## src/rtl/xs64_pkg.sv

```systemverilog
// Shared types and constants for the xorshift64* random draw unit.
`timescale 1ns / 1ps

package xs64_pkg;

  localparam logic [63:0] MULT_CONST = 64'h2545_F491_4F6C_DD1D;
  localparam int unsigned SHIFT_A = 12;
  localparam int unsigned SHIFT_B = 25;
  localparam int unsigned SHIFT_C = 27;
  localparam logic [63:0] SEED_RESET = 64'd1;

  localparam int unsigned PROB_W = 33;
  localparam int unsigned INT_W = 32;
  localparam int unsigned TDATA_W = 104;

  // One classified request waiting for the back end.
  typedef struct packed {
    logic [63:0]        state;
    logic [PROB_W-1:0]  probability;
    logic [INT_W-1:0]   range_low;
    logic               diff_neg;
    logic [INT_W-1:0]   diff_mag;
  } draw_entry_t;

  typedef enum logic [2:0] {
    PH_IDLE,
    PH_MUL_LL,
    PH_MUL_LH,
    PH_MUL_HL,
    PH_ACC,
    PH_MUL_FR,
    PH_DONE
  } phase_t;

endpackage

```

## src/rtl/xs64_front.sv

```systemverilog
// Front end: generator state, shift-xor advance and request classification.
`timescale 1ns / 1ps

module xs64_front (
  input  logic                     clk,
  input  logic                     rst,
  input  logic                     seed_we,
  input  logic [63:0]              seed_wdata,
  input  logic                     in_valid,
  output logic                     in_ready,
  input  logic [xs64_pkg::TDATA_W-1:0] in_data,
  input  logic                     q_full,
  output logic                     q_push,
  output xs64_pkg::draw_entry_t    q_entry
);

  logic [63:0] state;
  logic [63:0] step_a;
  logic [63:0] step_b;
  logic [63:0] state_next;
  logic [31:0] range_low;
  logic [31:0] range_high;
  logic [32:0] diff;
  logic [32:0] diff_abs;

  assign step_a     = state ^ (state >> xs64_pkg::SHIFT_A);
  assign step_b     = step_a ^ (step_a << xs64_pkg::SHIFT_B);
  assign state_next = step_b ^ (step_b >> xs64_pkg::SHIFT_C);

  assign range_low  = in_data[64:33];
  assign range_high = in_data[96:65];
  assign diff       = {range_high[31], range_high} - {range_low[31], range_low};
  assign diff_abs   = diff[32] ? (33'd0 - diff) : diff;

  assign in_ready = !q_full;
  assign q_push   = in_valid && !q_full;

  always_comb begin
    q_entry.state       = state_next;
    q_entry.probability = in_data[32:0];
    q_entry.range_low   = range_low;
    q_entry.diff_neg    = diff[32];
    q_entry.diff_mag    = diff_abs[31:0];
  end

  always_ff @(posedge clk) begin
    if (rst) begin
      state <= xs64_pkg::SEED_RESET;
    end else if (seed_we) begin
      state <= seed_wdata;
    end else if (q_push) begin
      state <= state_next;
    end
  end

endmodule

```

## src/rtl/xs64_queue.sv

```systemverilog
// Two-entry queue between the front end and the multiply back end.
`timescale 1ns / 1ps

module xs64_queue (
  input  logic                  clk,
  input  logic                  rst,
  input  logic                  push,
  input  xs64_pkg::draw_entry_t push_entry,
  output logic                  full,
  input  logic                  pop,
  output xs64_pkg::draw_entry_t head_entry,
  output logic                  empty
);

  localparam int unsigned DEPTH = 2;
  localparam int unsigned PTR_W = $clog2(DEPTH);

  xs64_pkg::draw_entry_t entries [DEPTH];
  logic [PTR_W-1:0] wr_ptr;
  logic [PTR_W-1:0] rd_ptr;
  logic [PTR_W:0]   count;

  assign full       = (count == (PTR_W+1)'(DEPTH));
  assign empty      = (count == '0);
  assign head_entry = entries[rd_ptr];

  always_ff @(posedge clk) begin
    if (push) begin
      entries[wr_ptr] <= push_entry;
    end
  end

  always_ff @(posedge clk) begin
    if (rst) begin
      wr_ptr <= '0;
      rd_ptr <= '0;
      count  <= '0;
    end else begin
      if (push) begin
        wr_ptr <= (wr_ptr == PTR_W'(DEPTH - 1)) ? '0 : wr_ptr + PTR_W'(1);
      end
      if (pop) begin
        rd_ptr <= (rd_ptr == PTR_W'(DEPTH - 1)) ? '0 : rd_ptr + PTR_W'(1);
      end
      case ({push, pop})
        2'b10:   count <= count + (PTR_W+1)'(1);
        2'b01:   count <= count - (PTR_W+1)'(1);
        default: count <= count;
      endcase
    end
  end

endmodule

```

## src/rtl/xs64_back.sv

```systemverilog
// Back end: shared 32x32 multiplier sequence, result shaping and output register.
`timescale 1ns / 1ps

module xs64_back (
  input  logic                         clk,
  input  logic                         rst,
  input  logic                         q_empty,
  output logic                         q_pop,
  input  xs64_pkg::draw_entry_t        q_entry,
  output logic                         out_valid,
  input  logic                         out_ready,
  output logic [xs64_pkg::TDATA_W-1:0] out_data
);

  xs64_pkg::phase_t      phase;
  xs64_pkg::phase_t      phase_next;
  xs64_pkg::draw_entry_t work;
  logic [63:0] raw;
  logic [63:0] prod;
  logic [31:0] op_a;
  logic [31:0] op_b;
  logic        mul_en;
  logic        out_load;
  logic [33:0] a_ext;
  logic [33:0] w_ext;
  logic [33:0] s_pos;
  logic [33:0] s_neg;
  logic [33:0] s_fix;
  logic        has_frac;
  logic        coin;

  always_comb begin
    phase_next = phase;
    op_a       = work.state[31:0];
    op_b       = xs64_pkg::MULT_CONST[31:0];
    mul_en     = 1'b0;
    q_pop      = 1'b0;
    out_load   = 1'b0;
    unique case (phase)
      xs64_pkg::PH_IDLE: begin
        if (!q_empty) begin
          q_pop      = 1'b1;
          phase_next = xs64_pkg::PH_MUL_LL;
        end
      end
      xs64_pkg::PH_MUL_LL: begin
        mul_en     = 1'b1;
        phase_next = xs64_pkg::PH_MUL_LH;
      end
      xs64_pkg::PH_MUL_LH: begin
        op_b       = xs64_pkg::MULT_CONST[63:32];
        mul_en     = 1'b1;
        phase_next = xs64_pkg::PH_MUL_HL;
      end
      xs64_pkg::PH_MUL_HL: begin
        op_a       = work.state[63:32];
        mul_en     = 1'b1;
        phase_next = xs64_pkg::PH_ACC;
      end
      xs64_pkg::PH_ACC: begin
        phase_next = xs64_pkg::PH_MUL_FR;
      end
      xs64_pkg::PH_MUL_FR: begin
        op_a       = raw[31:0];
        op_b       = work.diff_mag;
        mul_en     = 1'b1;
        phase_next = xs64_pkg::PH_DONE;
      end
      xs64_pkg::PH_DONE: begin
        if (!out_valid || out_ready) begin
          out_load   = 1'b1;
          phase_next = xs64_pkg::PH_IDLE;
        end
      end
      default: phase_next = xs64_pkg::PH_IDLE;
    endcase
  end

  always_ff @(posedge clk) begin
    if (rst) begin
      phase <= xs64_pkg::PH_IDLE;
    end else begin
      phase <= phase_next;
    end
  end

  // Truncate a + F*(b-a) toward zero from the 32.32 magnitude product.
  assign has_frac = |prod[31:0];
  assign a_ext    = {{2{work.range_low[31]}}, work.range_low};
  assign w_ext    = {2'b00, prod[63:32]};
  assign s_pos    = a_ext + w_ext;
  assign s_neg    = a_ext - w_ext;

  always_comb begin
    if (!work.diff_neg) begin
      s_fix = (s_pos[33] && has_frac) ? s_pos + 34'd1 : s_pos;
    end else begin
      s_fix = (!s_neg[33] && (s_neg != '0) && has_frac) ? s_neg - 34'd1 : s_neg;
    end
  end

  assign coin = ({1'b0, raw[31:0]} < work.probability);

  always_ff @(posedge clk) begin
    if (q_pop) begin
      work <= q_entry;
    end
    if (mul_en) begin
      prod <= 64'(op_a) * 64'(op_b);
    end
    case (phase)
      xs64_pkg::PH_MUL_LH: raw <= prod;
      xs64_pkg::PH_MUL_HL,
      xs64_pkg::PH_ACC:    raw[63:32] <= raw[63:32] + prod[31:0];
      default:             raw <= raw;
    endcase
    if (out_load) begin
      out_data <= {7'd0, s_fix[31:0], coin, raw};
    end
  end

  always_ff @(posedge clk) begin
    if (rst) begin
      out_valid <= 1'b0;
    end else if (out_load) begin
      out_valid <= 1'b1;
    end else if (out_ready) begin
      out_valid <= 1'b0;
    end
  end

endmodule

```

## src/rtl/xorshift64star_random_draw_unit.sv

```systemverilog
// Top level of the xorshift64* random draw unit.
// The back end works on one word at a time, on its single shared 32x32
//   multiplier (three partial products for the raw value, one for the range),
//   and pops the next word from the queue only after loading the result word.
// Reset (rst, synchronous, active high): generator state loads 1, queue and
//   output register empty; no clearing pass.
`timescale 1ns / 1ps

module xorshift64star_random_draw_unit (
  input  logic         clk,
  input  logic         rst,
  // Seed register: a write loads the generator state directly.
  input  logic         seed_we,
  input  logic [63:0]  seed_wdata,
  // Request words.
  input  logic         s_axis_tvalid,
  output logic         s_axis_tready,
  // [32:0] probability, [64:33] range_low, [96:65] range_high, [103:97] zero
  input  logic [103:0] s_axis_tdata,
  // Result words.
  output logic         m_axis_tvalid,
  input  logic         m_axis_tready,
  // [63:0] raw_value, [64] coin_bit, [96:65] uniform_integer, [103:97] zero
  output logic [103:0] m_axis_tdata
);

  logic                  q_push;
  logic                  q_pop;
  logic                  q_full;
  logic                  q_empty;
  xs64_pkg::draw_entry_t push_entry;
  xs64_pkg::draw_entry_t head_entry;

  // Front end: advance the state with the shift-xor steps on each accepted
  // word and work out the sign and magnitude of (high - low) up front.
  xs64_front u_front (
    .clk        (clk),
    .rst        (rst),
    .seed_we    (seed_we),
    .seed_wdata (seed_wdata),
    .in_valid   (s_axis_tvalid),
    .in_ready   (s_axis_tready),
    .in_data    (s_axis_tdata),
    .q_full     (q_full),
    .q_push     (q_push),
    .q_entry    (push_entry)
  );

  // Short queue: lets the front keep taking words while the back end
  // multiplies or waits on a stalled output.
  xs64_queue u_queue (
    .clk        (clk),
    .rst        (rst),
    .push       (q_push),
    .push_entry (push_entry),
    .full       (q_full),
    .pop        (q_pop),
    .head_entry (head_entry),
    .empty      (q_empty)
  );

  // Back end: form state * constant mod 2^64 from partial products, then
  // scale the low 32 bits by |high - low| and round toward zero.
  xs64_back u_back (
    .clk       (clk),
    .rst       (rst),
    .q_empty   (q_empty),
    .q_pop     (q_pop),
    .q_entry   (head_entry),
    .out_valid (m_axis_tvalid),
    .out_ready (m_axis_tready),
    .out_data  (m_axis_tdata)
  );

endmodule

```

## config.mk

```make
export PLATFORM = sky130hd
export DESIGN_NAME = xorshift64star_random_draw_unit
export DESIGN_NICKNAME = d
export VERILOG_FILES = /design/src/rtl/xs64_pkg.sv /design/src/rtl/xs64_front.sv /design/src/rtl/xs64_queue.sv /design/src/rtl/xs64_back.sv /design/src/rtl/xorshift64star_random_draw_unit.sv
export SDC_FILE = /design/constraint.sdc
export NUM_CORES = 2
export LEC_CHECK = 0
export BUFFER_PORTS_ARGS = -buffer_cell sky130_fd_sc_hd__buf_4
export CORE_MARGIN = 8
export CORE_UTILIZATION = 62
export DETAILED_ROUTE_END_ITERATION = 10
export PLACE_DENSITY = 0.8
export SYNTH_ARGS = -nofsm -noshare
export SYNTH_HDL_FRONTEND = slang
export SYNTH_SLANG_ARGS = --single-unit
```

## constraint.sdc

```tcl
create_clock -name clk -period 32.6 [get_ports clk]
set_input_delay 6.52 -clock clk [delete_from_list [all_inputs] [get_ports clk]]
set_output_delay 6.52 -clock clk [all_outputs]
set_load 0.03 [all_outputs]
```

==> reports/qor.yml <==
clock_network:
  cts-root-buf: "clkbuf_16"
  postCtsSetupBuffers: 0
  cts_buffers: 76
  clock_path_buffers: 3
  cts_tree: "done"
  htree_num_levels: 3
  cts_sinks: 783
  holdBufCountCts: 0
  cts_resized: 0
  worstSkewPairLatency_ns: 0.66
  clk_pin_slew_worst_paths_ns: 0.06
floorplan:
  die_w_um: 358.1
  core-area_sq_um: 116200
  io_pins: 279
  fp.dieArea_sq_um: 128200
  fp.dieH_um: 358.1
  num_rows: 125
  start_util_pct: 62.43
cells_and_area:
  syn2layout_area_growth_pct: 8.713
  final_common_cell: "inv_1"
  nets: 8765
  nFillCells: 8646
  drive_gt1_share_pct: 10.46
  final_cell_mix: "inv_1, fa_1, nor2_1"
worst_setup_path:
  ff2ff_setup_slack_ns: 20.45
  cp.arrival_ns: 12.54
  reg2regPathDepth: 37
  crit_path_frequent_cell: "fa_1"
  max_stage_delay_ns: 0.89
  reg2reg_to: "u_back.prod[61]"
  crit_buf_inv: 13
  start_kind: "register"
  cp_slowest_cell: "nor2_2"
  end_kind: "register"
  cp_max_fo: 39
  crit_type: "reg -> reg"
  crit_required_ns: 32.99
  worst-path-stages: 37
  cp_top_family: "adder cells"
  r2r_start: "u_back.phase[1]"
sta:
  hold_violations: 0
  slew-limit-headroom_pct: 10.36
  tightest_slew_ns: 1.345
  min_period_ns: 12.15
  setup_tns_ns: 0
  fmax_mhz: 82.32
  rsz0062_at_grt: "false"
  skew_ns: 0.05716
  period_share_pct: 37.26
  finalMaxSlewViolations: 0
  setup_viol: 0
  hold_ws_ns: 0.4810
drt:
  drt-initial-drc-count: 6054
  vias: 55589
  viasPerCell: 6.278
  routedWlPerCell_um: 26.56
  postRouteAntennaNets: 0
  firstDrtPassIters: 10
  drcViolationCount: 0
  wl_um: 235200
synthesis:
  yosys.area.top_type_share_pct: 29.43
  synth_cells: 7138
  yosys_warnings: 0
  syn_avg_cell_area_sq_um: 10.16
  ys_ff_latch: 783
  synth-edff-count: 711
  synthArstFlopShare_pct: 0
  ys_types: 94
  ys_top_cells_by_area: "edfxtp_1, fa_1, ha_1"
  ys.flop_type: "edfxtp_1"
  ys_seq_area_share_pct: 31.42
  synthDominantAreaCellType: "edfxtp_1"
  syn_area_sq_um: 72550
worst_hold_path:
  hold_path_depth: 0
  holdPathEnd: "u_back.out_data[42]"
  hp-class: "reg -> reg"
  hp-start: "u_back.raw[42]"
global_route:
  track_usage_pct: 36.43
  grt_pass1_wl_um: 347200
  overflow: 0
  antenna_found_initial: 13
  grt_max_degree: 158
  grt_pass1_vias: 55714
status:
  status: "finished, final reports clean"
placed_design:
  routabilityCongestion: 1.009
  io_buffers: 264
  place_hpwl_um: 179100
run:
  maxCapViolations: 0
[state kept, by name (all words and copies together) (netlist names)]
signal,flops
u_back.out_data,97
u_queue.wr_ptr,1
u_back.out_valid,1
u_back.work,130
u_back.prod,64
u_back.raw,64
u_front.state,64
u_queue.count,2
u_back.a_ext,32
u_queue.entries,324
u_back.phase,3
u_queue.rd_ptr,1
[logic make-up after synthesis]
kind of cell / share of synthesized area (%)
buffers and inverters: 7.311
AO/OA/AOI/OAI: 9.377
adder cells (fa/ha/maj): 32.20
AND/OR/NAND/NOR: 12.07
XOR/XNOR: 4.431
multiplexers: 3.191
other: 0.005169
flip-flops: 31.42
[Yosys cell counts, types with 18 or more instances]
library cell and number:
mux2i_1 40, and3_1 41, xor2_1 123, and2_1 35, or3_1 46, o31ai_1 18, nor3_1 51, a211oi_1 45
clkbuf_1 302, nand2b_1 33, nand3_1 72, a21o_1 138, dfxtp_1 72, nor2b_1 32, o22a_1 32, o21a_1 24
fa_1 900, o21bai_1 34, buf_1 24, mux2_2 170, a2111oi_0 25, ha_1 427, or2_2 21, xnor2_1 244
inv_1 1047, o22ai_1 66, nand2_1 695, nor2_1 858, edfxtp_1 711, nor4_1 23, o21ai_0 172, a311oi_1 24
nand4_1 45, o211ai_1 37, a31oi_1 20, a21oi_1 286
[final cells by class]
class / instances / area [sq um] / share of cell area, %
multi-input cells: 4963 / 44630 / 56.59
inverters: 1051 / 3945 / 5.002
diodes: 4 / 10.01 / 0.01269
repair buffers: 390 / 2940 / 3.728
flip-flops and latches: 783 / 22800 / 28.91
well taps: 1524 / 1907 / 2.418
clock buffers: 85 / 1967 / 2.494
clock inverters: 54 / 668.1 / 0.8471
[through the flow]
step | util (%) | std cells | setup WS, ns | area, sq um
after CTS | 67.86 | 8850 | 20.73 | 78860
after floorplan | - | 7144 | 13.67 | 72570
after global routing | 67.86 | 8850 | 20.00 | 78860
after detailed placement | 65.60 | 8711 | 20.77 | 76230
final | 67.87 | 8854 | 20.45 | 78870
after global placement | 65.60 | 8711 | 20.85 | 76230
[worst max-delay path by stage]
stage | startpoint | end | slack (ns)
floorplan | u_back.phase[0] | u_queue.count[1] | 13.67
global placement | u_back.phase[1] | u_back.prod[61] | 20.85
detailed placement | u_back.phase[1] | u_back.prod[61] | 20.77
CTS | u_back.phase[1] | u_back.prod[61] | 20.73
global route | u_back.phase[1] | u_back.prod[61] | 20.00
finish | u_back.phase[1] | u_back.prod[61] | 20.45
[metal layers]
layer	wire (um)	vias to the layer above	share of wire (%)	track usage [%]
met3	28810	728	12	9.540
met2	103200	3465	44	55.78
met5	125	-	0.053	0
met1	86910	27645	37	47.63
li1	-	23745	-	-
met4	16130	6	6.9	19.65
Power is left out: the tool's default activity adds up to more than one toggle a clock period on the data nets, which glitch-free logic cannot reach.
